==> src/rtl/core/set_mode_median_mean_core_macros.svh <==
// Assertion macros for the set_mode_median_mean_core RTL.
`ifndef SET_MODE_MEDIAN_MEAN_CORE_MACROS_SVH
`define SET_MODE_MEDIAN_MEAN_CORE_MACROS_SVH
`ifndef SYNTHESIS
`define SMMM_ASSERT(lbl, expr) \
  lbl: assert property (@(posedge clk) disable iff (!rst_n) (expr)) \
    else $error("assertion failed");
`define SMMM_ASSERT_NEXT(lbl, ante, cons) \
  lbl: assert property (@(posedge clk) disable iff (!rst_n) (ante) |=> (cons)) \
    else $error("assertion failed");
`else
`define SMMM_ASSERT(lbl, expr)
`define SMMM_ASSERT_NEXT(lbl, ante, cons)
`endif
`endif

==> src/rtl/core/smmm_pkg.sv <==
package smmm_pkg;
  localparam int MAX_ITEMS = 32;
  localparam int IDX_W = $clog2(MAX_ITEMS);
  localparam int CNT_W = 6;
  localparam int SAMPLE_W = 16;
  localparam int SUM_W = 22;
  localparam int DVD_W = SUM_W - 1 + 8;
  localparam int REM_W = CNT_W + 1;
  localparam int MED_W = 17;
  localparam int MEAN_W = 24;

  localparam logic KIND_SUMMARY = 1'b0;
  localparam logic KIND_MODE = 1'b1;
endpackage

==> src/rtl/core/smmm_div.sv <==
module smmm_div (
  input  logic                        clk,
  input  logic                        rst_n,
  input  logic                        start,
  input  logic [smmm_pkg::DVD_W-1:0]  dividend,
  input  logic [smmm_pkg::CNT_W-1:0]  divisor,
  output logic                        done,
  output logic [smmm_pkg::DVD_W-1:0]  quotient
);
  import smmm_pkg::*;

  localparam int STEP_W = $clog2(DVD_W);

  logic               busy_r, busy_nxt;
  logic               done_r, done_nxt;
  logic [STEP_W-1:0]  step_r, step_nxt;
  logic [DVD_W-1:0]   dvd_r, dvd_nxt;
  logic [REM_W-1:0]   rem_r, rem_nxt;
  logic [REM_W-1:0]   trial;
  logic               qbit;

  always_comb begin
    trial = {rem_r[REM_W-2:0], dvd_r[DVD_W-1]};
    qbit = (trial >= {1'b0, divisor});
    busy_nxt = busy_r;
    done_nxt = 1'b0;
    step_nxt = step_r;
    dvd_nxt = dvd_r;
    rem_nxt = rem_r;
    if (start) begin
      busy_nxt = 1'b1;
      step_nxt = STEP_W'(DVD_W - 1);
      dvd_nxt = dividend;
      rem_nxt = '0;
    end else if (busy_r) begin
      rem_nxt = qbit ? (trial - {1'b0, divisor}) : trial;
      dvd_nxt = {dvd_r[DVD_W-2:0], qbit};
      step_nxt = step_r - 1'b1;
      if (step_r == '0) begin
        busy_nxt = 1'b0;
        done_nxt = 1'b1;
      end
    end
  end

  always_ff @(posedge clk) begin
    if (!rst_n) begin
      busy_r <= 1'b0;
      done_r <= 1'b0;
    end else begin
      busy_r <= busy_nxt;
      done_r <= done_nxt;
    end
    step_r <= step_nxt;
    dvd_r <= dvd_nxt;
    rem_r <= rem_nxt;
  end

  assign done = done_r;
  assign quotient = dvd_r;
endmodule

==> src/rtl/core/set_mode_median_mean_core.sv <==
// Channel  Direction  Ports
// input    in         in_valid, in_stall, in_sample, in_is_last
// result   out        out_valid, out_stall, out_kind .. out_last_result
//
// A sample is insertion-sorted into the value memory: for each entry it moves
// past, S_INS_RD reads that entry from memory and S_INS_CMP compares it and
// shifts it up one place.
// Closing a set walks the memory three times; the 29-step serial divider
// computes the mean between the first and second walks. A summary result then
// leaves, followed by one result per mode during the third walk.
// Reset is synchronous and active low; no clearing pass is needed.
// A stalled result holds the walk when the next result is due, until it is taken.
module set_mode_median_mean_core (
  input  logic                           clk,
  input  logic                           rst_n,
  input  logic                           in_valid,
  output logic                           in_stall,
  input  logic signed [15:0]             in_sample,
  input  logic                           in_is_last,
  output logic                           out_valid,
  input  logic                           out_stall,
  output logic                           out_kind,
  output logic signed [16:0]             out_median_x2,
  output logic signed [23:0]             out_mean_q8,
  output logic [5:0]                     out_top_frequency,
  output logic [5:0]                     out_mode_count,
  output logic signed [15:0]             out_mode_value,
  output logic                           out_overflowed,
  output logic                           out_last_result
);
  import smmm_pkg::*;
  `include "set_mode_median_mean_core_macros.svh"

  typedef enum logic [2:0] {
    S_IDLE, S_INS_RD, S_INS_CMP, S_WALK_RD, S_WALK_ACC, S_DIV, S_SUMMARY
  } state_t;

  logic signed [SAMPLE_W-1:0] mem [MAX_ITEMS];
  logic signed [SAMPLE_W-1:0] rdata_r;
  logic                       mem_we, mem_re;
  logic [IDX_W-1:0]           mem_waddr, mem_raddr;
  logic signed [SAMPLE_W-1:0] mem_wdata;

  state_t state_r, state_nxt;
  logic [CNT_W-1:0] count_r, count_nxt;
  logic dropped_r, dropped_nxt;
  logic last_r, last_nxt;
  logic signed [SAMPLE_W-1:0] val_r, val_nxt;
  logic [CNT_W-1:0] pos_r, pos_nxt;
  logic [1:0] pass_r, pass_nxt;
  logic [CNT_W-1:0] idx_r, idx_nxt;
  logic signed [SAMPLE_W-1:0] prev_r, prev_nxt;
  logic [CNT_W-1:0] run_r, run_nxt, top_r, top_nxt, modes_r, modes_nxt;
  logic [CNT_W-1:0] emitted_r, emitted_nxt;
  logic signed [SUM_W-1:0] sum_r, sum_nxt;
  logic signed [SAMPLE_W-1:0] med_a_r, med_a_nxt, med_b_r, med_b_nxt;
  logic signed [MEAN_W-1:0] mean_r, mean_nxt;
  logic div_start_r, div_start_nxt;
  logic div_done;
  logic [DVD_W-1:0] div_q;
  logic [DVD_W-1:0] dividend;
  logic [SUM_W-1:0] sum_mag;

  logic out_valid_r, out_valid_nxt;
  logic out_kind_r, out_kind_nxt;
  logic signed [MED_W-1:0] out_med_r, out_med_nxt;
  logic signed [MEAN_W-1:0] out_mean_r, out_mean_nxt;
  logic [CNT_W-1:0] out_top_r, out_top_nxt, out_modes_r, out_modes_nxt;
  logic signed [SAMPLE_W-1:0] out_val_r, out_val_nxt;
  logic out_ovf_r, out_ovf_nxt;
  logic out_last_r, out_last_nxt;

  logic out_free;
  logic [CNT_W-1:0] run_cur;
  logic [CNT_W-1:0] half;
  logic signed [MEAN_W-1:0] mean_mag;
  logic signed [MED_W-1:0] med_x2;

  assign sum_mag = sum_r[SUM_W-1] ? SUM_W'(-sum_r) : SUM_W'(sum_r);
  assign dividend = {sum_mag[SUM_W-2:0], 8'd0};
  assign out_free = !out_valid_r || !out_stall;
  assign half = count_r >> 1;
  assign run_cur = (idx_r == '0) ? CNT_W'(1)
                 : ((rdata_r == prev_r) ? run_r + 1'b1 : CNT_W'(1));
  assign mean_mag = MEAN_W'(div_q[MEAN_W-1:0]);
  assign med_x2 = count_r[0] ? (MED_W'(med_b_r) + MED_W'(med_b_r))
                             : (MED_W'(med_a_r) + MED_W'(med_b_r));

  smmm_div u_div (
    .clk      (clk),
    .rst_n    (rst_n),
    .start    (div_start_r),
    .dividend (dividend),
    .divisor  (count_r),
    .done     (div_done),
    .quotient (div_q)
  );

  always_comb begin
    state_nxt = state_r;
    count_nxt = count_r;
    dropped_nxt = dropped_r;
    last_nxt = last_r;
    val_nxt = val_r;
    pos_nxt = pos_r;
    pass_nxt = pass_r;
    idx_nxt = idx_r;
    prev_nxt = prev_r;
    run_nxt = run_r;
    top_nxt = top_r;
    modes_nxt = modes_r;
    emitted_nxt = emitted_r;
    sum_nxt = sum_r;
    med_a_nxt = med_a_r;
    med_b_nxt = med_b_r;
    mean_nxt = mean_r;
    div_start_nxt = 1'b0;
    mem_we = 1'b0;
    mem_re = 1'b0;
    mem_waddr = pos_r[IDX_W-1:0];
    mem_wdata = val_r;
    mem_raddr = idx_r[IDX_W-1:0];
    out_valid_nxt = out_valid_r && out_stall;
    out_kind_nxt = out_kind_r;
    out_med_nxt = out_med_r;
    out_mean_nxt = out_mean_r;
    out_top_nxt = out_top_r;
    out_modes_nxt = out_modes_r;
    out_val_nxt = out_val_r;
    out_ovf_nxt = out_ovf_r;
    out_last_nxt = out_last_r;

    case (state_r)
      S_IDLE: begin
        if (in_valid) begin
          val_nxt = in_sample;
          last_nxt = in_is_last;
          pos_nxt = count_r;
          if (count_r < CNT_W'(MAX_ITEMS)) begin
            state_nxt = S_INS_RD;
          end else begin
            dropped_nxt = 1'b1;
            if (in_is_last) begin
              state_nxt = S_WALK_RD;
              pass_nxt = 2'd1;
              idx_nxt = '0;
              sum_nxt = '0;
              top_nxt = CNT_W'(1);
            end
          end
        end
      end
      S_INS_RD: begin
        if (pos_r == '0) begin
          mem_we = 1'b1;
          count_nxt = count_r + 1'b1;
          if (last_r) begin
            state_nxt = S_WALK_RD;
            pass_nxt = 2'd1;
            idx_nxt = '0;
            sum_nxt = '0;
            top_nxt = CNT_W'(1);
          end else begin
            state_nxt = S_IDLE;
          end
        end else begin
          mem_re = 1'b1;
          mem_raddr = IDX_W'(pos_r - 1'b1);
          state_nxt = S_INS_CMP;
        end
      end
      S_INS_CMP: begin
        mem_we = 1'b1;
        if (rdata_r > val_r) begin
          mem_wdata = rdata_r;
          pos_nxt = pos_r - 1'b1;
          state_nxt = S_INS_RD;
        end else begin
          count_nxt = count_r + 1'b1;
          if (last_r) begin
            state_nxt = S_WALK_RD;
            pass_nxt = 2'd1;
            idx_nxt = '0;
            sum_nxt = '0;
            top_nxt = CNT_W'(1);
          end else begin
            state_nxt = S_IDLE;
          end
        end
      end
      S_WALK_RD: begin
        mem_re = 1'b1;
        state_nxt = S_WALK_ACC;
      end
      S_WALK_ACC: begin
        if (pass_r != 2'd3 || run_cur != top_r || out_free) begin
          prev_nxt = rdata_r;
          run_nxt = run_cur;
          idx_nxt = idx_r + 1'b1;
          state_nxt = S_WALK_RD;
          case (pass_r)
            2'd1: begin
              sum_nxt = sum_r + SUM_W'(rdata_r);
              if (run_cur > top_r) begin
                top_nxt = run_cur;
              end
              if (idx_r == half - 1'b1) begin
                med_a_nxt = rdata_r;
              end
              if (idx_r == half) begin
                med_b_nxt = rdata_r;
              end
            end
            2'd2: begin
              if (run_cur == top_r) begin
                modes_nxt = modes_r + 1'b1;
              end
            end
            default: begin
              if (run_cur == top_r) begin
                out_valid_nxt = 1'b1;
                out_kind_nxt = KIND_MODE;
                out_med_nxt = '0;
                out_mean_nxt = '0;
                out_top_nxt = '0;
                out_modes_nxt = '0;
                out_val_nxt = rdata_r;
                out_ovf_nxt = 1'b0;
                out_last_nxt = (emitted_r + 1'b1 == modes_r);
                emitted_nxt = emitted_r + 1'b1;
              end
            end
          endcase
          if (idx_r == count_r - 1'b1) begin
            idx_nxt = '0;
            case (pass_r)
              2'd1: begin
                state_nxt = S_DIV;
                div_start_nxt = 1'b1;
              end
              2'd2: begin
                state_nxt = S_SUMMARY;
              end
              default: begin
                state_nxt = S_IDLE;
                count_nxt = '0;
                dropped_nxt = 1'b0;
              end
            endcase
          end
        end
      end
      S_DIV: begin
        if (div_done) begin
          state_nxt = S_WALK_RD;
          pass_nxt = 2'd2;
          modes_nxt = '0;
          mean_nxt = sum_r[SUM_W-1] ? -mean_mag : mean_mag;
        end
      end
      S_SUMMARY: begin
        if (out_free) begin
          out_valid_nxt = 1'b1;
          out_kind_nxt = KIND_SUMMARY;
          out_med_nxt = med_x2;
          out_mean_nxt = mean_r;
          out_top_nxt = top_r;
          out_modes_nxt = modes_r;
          out_val_nxt = '0;
          out_ovf_nxt = dropped_r;
          out_last_nxt = 1'b0;
          emitted_nxt = '0;
          pass_nxt = 2'd3;
          state_nxt = S_WALK_RD;
        end
      end
      default: begin
        state_nxt = S_IDLE;
      end
    endcase
  end

  always_ff @(posedge clk) begin
    if (mem_we) begin
      mem[mem_waddr] <= mem_wdata;
    end
    if (mem_re) begin
      rdata_r <= mem[mem_raddr];
    end
  end

  always_ff @(posedge clk) begin
    if (!rst_n) begin
      state_r <= S_IDLE;
      count_r <= '0;
      dropped_r <= 1'b0;
      out_valid_r <= 1'b0;
      div_start_r <= 1'b0;
    end else begin
      state_r <= state_nxt;
      count_r <= count_nxt;
      dropped_r <= dropped_nxt;
      out_valid_r <= out_valid_nxt;
      div_start_r <= div_start_nxt;
    end
    last_r <= last_nxt;
    val_r <= val_nxt;
    pos_r <= pos_nxt;
    pass_r <= pass_nxt;
    idx_r <= idx_nxt;
    prev_r <= prev_nxt;
    run_r <= run_nxt;
    top_r <= top_nxt;
    modes_r <= modes_nxt;
    emitted_r <= emitted_nxt;
    sum_r <= sum_nxt;
    med_a_r <= med_a_nxt;
    med_b_r <= med_b_nxt;
    mean_r <= mean_nxt;
    out_kind_r <= out_kind_nxt;
    out_med_r <= out_med_nxt;
    out_mean_r <= out_mean_nxt;
    out_top_r <= out_top_nxt;
    out_modes_r <= out_modes_nxt;
    out_val_r <= out_val_nxt;
    out_ovf_r <= out_ovf_nxt;
    out_last_r <= out_last_nxt;
  end

  assign in_stall = (state_r != S_IDLE);
  assign out_valid = out_valid_r;
  assign out_kind = out_kind_r;
  assign out_median_x2 = out_med_r;
  assign out_mean_q8 = out_mean_r;
  assign out_top_frequency = out_top_r;
  assign out_mode_count = out_modes_r;
  assign out_mode_value = out_val_r;
  assign out_overflowed = out_ovf_r;
  assign out_last_result = out_last_r;

  `SMMM_ASSERT(a_count_bound, count_r <= CNT_W'(MAX_ITEMS))
  `SMMM_ASSERT_NEXT(a_drop_flag, in_valid && !in_stall && count_r == CNT_W'(MAX_ITEMS), dropped_r)
  `SMMM_ASSERT_NEXT(a_out_hold, out_valid_r && out_stall, out_valid_r && $stable(out_val_r) && $stable(out_kind_r))
endmodule

==> config.mk <==
export PLATFORM = sky130hd
export DESIGN_NAME = set_mode_median_mean_core
export DESIGN_NICKNAME = d
export VERILOG_FILES = /design/src/rtl/core/smmm_pkg.sv /design/src/rtl/core/smmm_div.sv /design/src/rtl/core/set_mode_median_mean_core.sv
export VERILOG_INCLUDE_DIRS = /design/src /design/src/rtl/core
export SDC_FILE = /design/constraint.sdc
export NUM_CORES = 1
export LEC_CHECK = 0
export ABC_AREA = 1
export BUFFER_PORTS_ARGS = -buffer_cell sky130_fd_sc_hd__buf_2
export CAP_MARGIN = 5
export CORE_MARGIN = 2
export CORE_UTILIZATION = 50
export DETAILED_ROUTE_END_ITERATION = 6
export PLACE_DENSITY = 0.76
export SLEW_MARGIN = 10
export SYNTH_ARGS = -nofsm -noshare
export SYNTH_HDL_FRONTEND = slang
export SYNTH_SLANG_ARGS = --single-unit
==> constraint.sdc <==
create_clock -name clk -period 12.3 [get_ports clk]
set_input_delay 2.46 -clock clk [delete_from_list [all_inputs] [get_ports clk]]
set_output_delay 2.46 -clock clk [all_outputs]
set_load 0.1 [all_outputs]
== Yosys cells after proc, flatten, opt, wreduce, memory -nomap -nowiden ==
Memories as Yosys holds them, arrays and structs flattened. A register that Yosys moved wholly into a read port is not among the register bits.
Cells that the tools add are included.
Storage, ports and cells
  bits in registers: 275
  RAM bits: 512
  input bits: 21
  memories kept: 1
Cells by class
  $add $sub $neg: 15
  order comparisons: 4
  equal/unequal tests: 32
  muxes and demuxes: 138
  bitwise gates (word level): 2
  reductions and logical operators: 37
Memories
  mem: words 32, width 16, rd ports 1, clocked after Yosys merged registers in 1, wr ports 1, line set_mode_median_mean_core.sv:38  | logic signed [SAMPLE_W-1:0] mem [MAX_ITEMS];
Operator list (number)
  6-bit two-way mux: 40
  22-bit two-way mux: 8
  24-bit two-way mux: 5
  16-bit two-way mux: 6
  22-bit one-hot mux with 4 select lines: 1
  17-bit two-way mux: 5
  6-bit one-hot mux with 2 select lines: 5
  29-bit two-way mux: 2
  24-bit one-hot mux with 2 select lines: 1
  6-bit one-hot mux with 4 select lines: 2
  16-bit by 16-bit adder with 17-bit output: 2
  17-bit one-hot mux with 2 select lines: 1
  16-bit one-hot mux with 2 select lines: 1
  6-bit by 1-bit adder with 6-bit output (second input constant): 5
  2-bit inequality test (second input constant): 15
  1-bit two-way mux: 29
  3-bit two-way mux: 9
  6-bit equality test: 4
  24-bit negation: 1
  22-bit by 16-bit adder with 22-bit output: 1
  21-bit two-way mux: 1
  21-bit negation: 1
  3-bit one-hot mux with 7 select lines: 1
  2-bit two-way mux: 9
  44 further kinds: 73

== Depth between registers and ports, before layout ==
Gate-level depths: netlist of the first run.
  depth after elaboration: 8
  depth in mapped cells: 21

== Modules after synthesis ==
Synthesis of the first run repeated with hierarchy kept, for this count alone.
Unflattened totals
  cells, all modules: 3973
  area, all modules: 38684.6 um^2
By module, submodules not included
  set_mode_median_mean_core: instances 1, cells each 3715, area each 36523.8 um^2, seq. area each 22731.8 um^2
  smmm_div: instances 1, cells each 258, area each 2160.8 um^2, seq. area each 1131.1 um^2

== Worst setup path before layout of the first run ==
OpenSTA, ideal clock, no wires.
  path kind: input to register
  start: input port out_stall
  end: register emitted_r[0] (enable)
  library setup time: 0.706 ns
  data arrival time: 10.257 ns
  data required time: 11.594 ns
  setup slack: 1.337 ns
  cell stages on the path: 7
  path buffers: 0
  cell sequence: nand2_1 > nor2_1 > nand2_1 > inv_1 > nand2_1 > nand2_1 > nor4_1
On the way
  longest elaborated chain between the ends: 5
RTL lines
  from (decl): line set_mode_median_mean_core.sv:21  | input logic out_stall,
  1-bit zero test *: line set_mode_median_mean_core.sv:81  | assign out_free = !out_valid_r || !out_stall;
  1-bit logical OR *: line set_mode_median_mean_core.sv:81
  1-bit logical OR: line set_mode_median_mean_core.sv:196  | if (pass_r != 2'd3 || run_cur != top_r || out_free) begin
  2-bit inequality test (no source line)
  5-bit AND reduction (no source line) *
  to (signal assigned): line set_mode_median_mean_core.sv:315  | emitted_r <= emitted_nxt;
  to (decl): line set_mode_median_mean_core.sv:54  | logic [CNT_W-1:0] emitted_r, emitted_nxt;
Every way passes the cells marked *; elsewhere a longest branch is shown, timed or not.
A chain may end at the register's enable or synchronous reset.

== Worst setup path after layout of the first run ==
  start: register rdata_r[12], read port of mem
  end: register sum_r[13] (enable)
On the way
  longest elaborated chain between the ends: 8
RTL lines
  from (decl): line set_mode_median_mean_core.sv:39  | logic signed [SAMPLE_W-1:0] rdata_r;
  16-bit equality test: line set_mode_median_mean_core.sv:84  | : ((rdata_r == prev_r) ? run_r + 1'b1 : CNT_W'(1));
  6-bit two-way mux: line set_mode_median_mean_core.sv:84
  6-bit two-way mux: line set_mode_median_mean_core.sv:83  | assign run_cur = (idx_r == '0) ? CNT_W'(1)
  net run_cur[5]: line set_mode_median_mean_core.sv:74  | logic [CNT_W-1:0] run_cur;
  6-bit inequality test: line set_mode_median_mean_core.sv:196
  1-bit logical OR (2 in series): line set_mode_median_mean_core.sv:196
  2-bit inequality test (no source line)
  8-bit AND reduction (no source line)
  to (signal assigned): line set_mode_median_mean_core.sv:316  | sum_r <= sum_nxt;
  to (decl): line set_mode_median_mean_core.sv:55  | logic signed [SUM_W-1:0] sum_r, sum_nxt;
The timed path passes the listed nets, and every way through them passes these cells.

==> results of run 1 <==
[worst reg2reg max path, stage by stage (launching register included)]
cell      delay (ns)
edfxtp_1        0.83
xnor2_1         0.20
nand4_1         0.10
nor2_1          0.26
nand2_1         0.26
a211oi_1        0.40
ha_1            0.33
nand2_1         0.09
inv_1           0.04
nand3_1         0.08
nor2_1          0.09
nand2_1         0.09
inv_1           0.12
nand2_1         0.16
nand2_1         0.09
inv_1           0.08
o211ai_1        0.14
nor2_2          0.95
[power by group]
part | switching, µW | leakage (µW) | internal [µW]
registers | 151 | 0.00713 | 3320
logic | 2160 | 0.00977 | 795
clock network | 1070 | 0.00129 | 1380
total | 3380 | 0.0182 | 5490
[logic make-up after synthesis]
kind of cell	count (synthesis)
AO/OA/AOI/OAI	303
XOR/XNOR	76
adder cells (fa/ha/maj)	88
buffers and inverters	934
flip-flops	803
AND/OR/NAND/NOR	1711
[worst max path at each step]
stage | start | endpoint | slack, ns | cells after the start
2_1_floorplan | out_stall | emitted_r[0] | 1.34 | 7
3_3_place_gp | out_stall | sum_r[19] | 7.64 | 10
3_5_place_dp | out_stall | sum_r[15] | 7.52 | 10
4_1_cts | rdata_r[10] | sum_r[20] | 7.57 | 17
5_1_grt | rdata_r[12] | sum_r[13] | 7.20 | 17
6_report | rdata_r[12] | sum_r[13] | 7.56 | 17
[layout make-up]
| cell class | count | area [µm²] |
|---|---|---|
| Clock buffer | 100 | 2130 |
| Clock inverter | 52 | 531 |
| Fill cell | 6219 | 33200 |
| Inverter | 776 | 2910 |
| Multi-Input combinational cell | 2178 | 11100 |
| Sequential cell | 803 | 23800 |
| Tap cell | 1030 | 1290 |
| Timing Repair Buffer | 172 | 1060 |
[stage by stage]
step                      utilization  setup WS [ns]  hold WS, ns  cell area, µm²  power, µW
final                           0.563           7.56        0.470           42800       8870
after global routing            0.563           7.20        0.488           42800       9280
after CTS                       0.563           7.57        0.467           42800       8840
after detailed placement        0.528           7.52        0.448           40100       6400
after global placement          0.528           7.64        0.458           40100       6340
after floorplan                     -           1.34        0.431           38400       5450
[metal layers]
| metal | up-vias | part of all wire | track usage |
|---|---|---|---|
| li1 | 13100 | - | - |
| met1 | 12900 | 0.40 | 0.327 |
| met2 | 1385 | 0.47 | 0.391 |
| met3 | 207 | 0.097 | 0.0392 |
| met4 | 0 | 0.036 | 0.102 |
| met5 | - | 0 | 0 |
[registers in the layout, indices dropped and copies added, names as in the netlist, 16 cells and up]
signal	count
rdata_r	16
val_r	16
mem	512
mean_r	24
out_median_x2	17
med_b_r	16
prev_r	16
med_a_r	16
out_mean_q8	24
out_mode_value	16
sum_r	22
u_div.quotient	29
[placed cells by master (no fill, tap or decap), drive strengths merged, types with 25 or more instances in the layout]
cell and n:
inv 778, nand2 771, edfxtp 770, nand3 632, nor2 220, buf 172, a21oi 119, o21ai 119
clkbuf 100, ha 85, xor2 51, clkinv 41, nor3 38, dfxtp 33, nand4 25, xnor2 25
==> impl_metrics.yaml, run 1 <==
timing:
  tightest_slew_ns: 1.19
  fin_crit_ns: 4.74
  fin_crit_sh: 0.386
  final.setup.tns_ns: 0
  max_freq_mhz: 211
  setup_viol_count_final: 0
  finalClockSkew_ns: 0.0707
  slew_viol_final: 0
  max-slew-margin-rel: 0.206
  hold_viol: 0
  rsz0062_at_grt: "no"
detailed_routing:
  ant_nets: 0
  drt-total-wl_um: 95600
  vias: 27600
  route.detailed.drc: 0
  drt-pass1-iter-count: 7
  drtIter0Drc: 3556
  wire_per_inst_um: 18.7
  routed_via_density: 5.41
synthesis:
  synth_top_area_frac: 0.603
  muxShareOfSynthArea: 0
  synth_edf_count: 770
  ys_warn_count: 0
  synth_area_leader_cell: "edfxtp_1"
  syn-num-nets: 4024
  ys.flop_type: "edfxtp_1"
  synth_compound_area_frac: 0.0435
  async_flop_share: 0
  synth.avg_cell_area_um2: 9.80
  synth.most_common_cell: "edfxtp_1"
  seq_area_frac_synth: 0.620
  synth.cells.most_frequent: "edfxtp_1, inv_1, nand2_1"
  netlist_area_um2: 38400
  netlist_instances: 3915
  ys_ff_latch: 803
  yosys.area_share.adder: 0.0293
  synthSimpleGateAreaFrac: 0.194
  synth_top_family_by_area: "simple AND/OR/NAND/NOR gates"
  yosys.cell_types.count: 53
  synth_xor_area_frac: 0.0174
  synth_area_leaders: "edfxtp_1, nand3_1, inv_1, nand2_1, ha_1"
die:
  fp.dieW_um: 281
  coreArea_um2: 75900
  die_area_um2: 78900
  die_y_um: 281
  ioPinCount: 95
  initial_core_util: 0.505
  num_rows: 101
clock_network:
  ctsResizeCount: 0
  h-tree-depth: 3
  path_clk_slew_ns: 0.06
  cts-root-buf: "clkbuf_16"
  cts.sinks: 803
  cts_made_buffers: 82
  cts_hold_buf: 0
  cts_setup_buffers: 0
  cts_tree: "done"
  insertion_delay_ns: 0.67
  clockBufferDepth: 3
setup_path:
  ff2ff_path_depth: 17
  cpLargestDelayFamily: "simple AND/OR/NAND/NOR gates"
  cp_slowest_stage_delay_ns: 0.95
  path_max_fanout: 22
  cpMaxStageDelayCell: "nor2_2"
  rr_startpoint: "rdata_r[12]"
  crit_arrival_ns: 4.96
  critPathKind: "reg -> reg"
  cp.buffers_inverters: 3
  critPathLaunchType: "flop"
  crit_chain: "xnor2_1 -> nand4_1 -> nor2_1 -> nand2_1 -> a211oi_1 -> ha_1 -> nand2_1 -> inv_1 -> nand3_1 -> nor2_1 -> nand2_1 -> inv_1 -> nand2_1 -> nand2_1 -> inv_1 -> o211ai_1 -> nor2_2"
  end_kind: "flop"
  regToRegSetupSlack_ns: 7.56
  cp.required_ns: 12.51
  crit_path_frequent_cell: "nand2_1"
  timing.rr.end: "sum_r[13]"
pwr:
  power.leakage_uw: 0.0182
  peakVddDrop_v: 0.000118
  p_per_area_nw_per_um2: 207
grt:
  grt_max_degree: 125
  track_usage: 0.243
  antenna_found_initial: 0
  grt_remaining_overflow: 0
  grt_pass1_wl_um: 147000
  grt_pass1_vias: 26100
worst_hold_path:
  hold_path.class: "reg -> reg"
  min_path_cells: 0
  hold_end: "mean_r[0]"
  min-delay-start: "u_div.quotient[0]"
cells_and_area:
  n_antenna_cell: 0
  nNetsFinal: 4122
  fin_cells: 5111
  syn2layout_area_growth_pct: 11.5
  drive_above_1_share: 0.0833
place:
  dpl.hpwl_um: 58500
  io_buffers: 94
  placed_cells: 4959
  gp_congestion: 0.923
run_status:
  outcome: "completed"
run:
  drv_cap: 0
(Power assumes the default switching activity.)
==> run 2: changes to the inputs <==
Settings changed: ABC_AREA 1 to 0, PLACE_DENSITY 0.76 to 0.79.
Clock period 12.3 ns to 3.9 ns, I/O delays scaled along.
==> impl_metrics.yaml, run 2 <==
run_status:
  outcome: "completed"
place:
  dpl.hpwl_um: 55700
  gp_congestion: 0.890
  dpl-instance-area_um2: 38000
  io_buffers: 94
grt:
  track_usage: 0.235
  grt_pass1_vias: 23100
  antenna_found_initial: 1
  grt_max_degree: 58
  grt_remaining_overflow: 0
  grt_pass1_wl_um: 133000
pwr:
  seqPwrFrac: 0.423
  swShare: 0.307
  p_int_uw: 17000
  pwr-share-clk: 0.328
  power.leakage_uw: 0.0148
  peakVddDrop_v: 0.000385
  pwr-share-comb: 0.249
  p_per_area_nw_per_um2: 599
  p_switching_uw: 7500
die:
  ioPinCount: 95
  coreArea_um2: 70300
  die_area_um2: 73300
  initial_core_util: 0.506
  fp.dieW_um: 271
  die_y_um: 271
  num_rows: 97
detailed_routing:
  ant_nets: 0
  vias: 23800
  drt-pass1-iter-count: 5
  route.detailed.drc: 0
  drtIter0Drc: 2987
  wire_per_inst_um: 21.3
  routed_via_density: 5.85
  drt-total-wl_um: 86700
setup_path:
  startpoint: "pos_r[0]"
  crit_arrival_ns: 4.13
  cp.required_ns: 4.26
  rr_startpoint: "pos_r[0]"
  critPathLaunchType: "flop"
  critPathKind: "reg -> reg"
  end_kind: "flop"
  path_max_fanout: 10
synthesis:
  synth.avg_cell_area_um2: 12.4
  ys_ff_latch: 803
  synth_compound_area_frac: 0.0834
  seq_area_frac_synth: 0.668
  yosys.area_share.adder: 0.0316
  netlist_area_um2: 35600
  synthSimpleGateAreaFrac: 0.144
  yosys.cell_types.count: 68
  synth_area_leader_cell: "edfxtp_1"
  ys.flop_type: "edfxtp_1"
  synth.cells.most_frequent: "edfxtp_1, nand2_1, nor2_1"
  ys_warn_count: 0
  muxShareOfSynthArea: 0.0143
  syn-num-nets: 2985
  netlist_instances: 2876
  synth.most_common_cell: "edfxtp_1"
  synth_top_area_frac: 0.650
  synth_area_leaders: "edfxtp_1, nand2_1, ha_1, xnor2_1, o21ai_0"
  synth_top_family_by_area: "simple AND/OR/NAND/NOR gates"
  synth_xor_area_frac: 0.0315
  synth_edf_count: 770
  async_flop_share: 0
cells_and_area:
  drive_above_1_share: 0.141
  top_register: "mem"
  postLayoutCellArea_um2: 40800
  nNetsFinal: 3165
  largest_reg_flops: 512
  syn2layout_area_growth_pct: 14.8
  final_cell_mix: "edfxtp_1, nand2_1, nor2_1"
  final_common_cell: "edfxtp_1"
clock_network:
  path_clk_slew_ns: 0.06
  clockBufferDepth: 3
  insertion_delay_ns: 0.64
  h-tree-depth: 3
  cts_made_buffers: 83
  cts.sinks: 803
  cts-root-buf: "clkbuf_16"
  cts_tree: "done"
  cts_hold_buf: 0
timing:
  tightest_slew_ns: 0.938
  max_freq_mhz: 265
  hold_viol: 0
  setup_viol_count_final: 0
  rsz0062_at_grt: "no"
  hold_ws_ns: 0.318
  max-slew-margin-rel: 0.374
  fin_crit_ns: 3.77
  final.setup.tns_ns: 0
  fin_crit_sh: 0.967
  slew_viol_final: 0
  finalClockSkew_ns: 0.0300
run:
  drv_cap: 0
worst_hold_path:
  hold_path.class: "in -> reg"
  min-delay-start: "in_sample[10]"
## run 2: cell types whose count changed in the layout (fill, tap and decap cells not counted), sizes merged, moves of 31 or more
| cell | before | now |
|---|---|---|
| buf | 172 | 245 |
| a211oi | 2 | 45 |
| and2 | 1 | 54 |
| inv | 778 | 75 |
| nor2 | 220 | 159 |
| mux2 | 0 | 32 |
| xnor2 | 25 | 89 |
| a22o | 0 | 68 |
| and3 | 1 | 36 |
| nand2 | 771 | 610 |
| nand3 | 632 | 126 |
| o21ai | 119 | 150 |
| a21oi | 119 | 49 |
## run 2: critical path: stages (launching register included)
cell,delay (ns)
edfxtp_1,0.38
inv_1,0.16
ha_1,0.24
or4b_4,0.52
o21ai_4,0.24
buf_4,0.17
mux2i_1,0.38
nand3_1,0.58
o22ai_1,0.69
nor4_4,0.12
## run 2: cell families (layout without fill, tap and decap cells)
logic type	Yosys count	count (layout)
buffers and inverters	221	468
and+or+nand+nor	1137	1137
other	0	1
adders and majority gates	88	88
AOI/OAI and AO/OA	452	452
xor gates and xnor gates	128	128
DFF	803	803
muxes	47	47
## run 2: metrics by stage
stage	util	instances	setup slack, ns	total power [µW]
4_1_cts	0.580	4061	0.0142	24400
3_5_place_dp	0.541	3907	-0.153	16400
6_report	0.581	4064	0.130	24500
5_1_grt	0.581	4064	0.00681	25400
3_3_place_gp	0.541	3907	0.00314	16200
2_1_floorplan	-	2876	-0.204	14300
## run 2: worst paths after layout
path                                        to  slack, ns  cells after the start
worst min register to register  u_div.rem_r[5]       0.48                      2
worst max register to register      rdata_r[3]       0.13                      9
worst max-delay path                rdata_r[3]       0.13                      9
worst min-delay path                 val_r[10]       0.32                      1
## run 2: cell type report
cell class	count	area [µm²]
Antenna cell	1	2.50
Clock buffer	105	2200
Clock inverter	47	564
Fill cell	5269	29400
Inverter	71	267
Multi-Input combinational cell	1852	11000
Sequential cell	803	23800
Tap cell	940	1180
Timing Repair Buffer	245	1860
## run 2: what timing repair did
| item | in CTS | in global routing |
|---|---|---|
| pin swaps | 1 | 0 |
| setup endpoints to repair | 2 | 142 |
| buffers inserted | 2 | 2 |
| resized for setup | 0 | 8 |
## run 2: power groups by stage
stage	Sequential, µW	Combinational, µW	Clock, µW
CTS	10300	5960	8090
global placement	10500	5730	0
detailed placement	10500	5890	0
floorplan	10500	3850	0
global route	10400	6620	8430
finish	10300	6090	8020
## run 2: routing by layer
metal | vias to the layer above | track usage | part of all wire
met2 | 1232 | 0.385 | 0.48
met3 | 224 | 0.0439 | 0.092
met1 | 11500 | 0.310 | 0.39
li1 | 10800 | - | -
met4 | 0 | 0.0938 | 0.037
met5 | - | 0 | 0
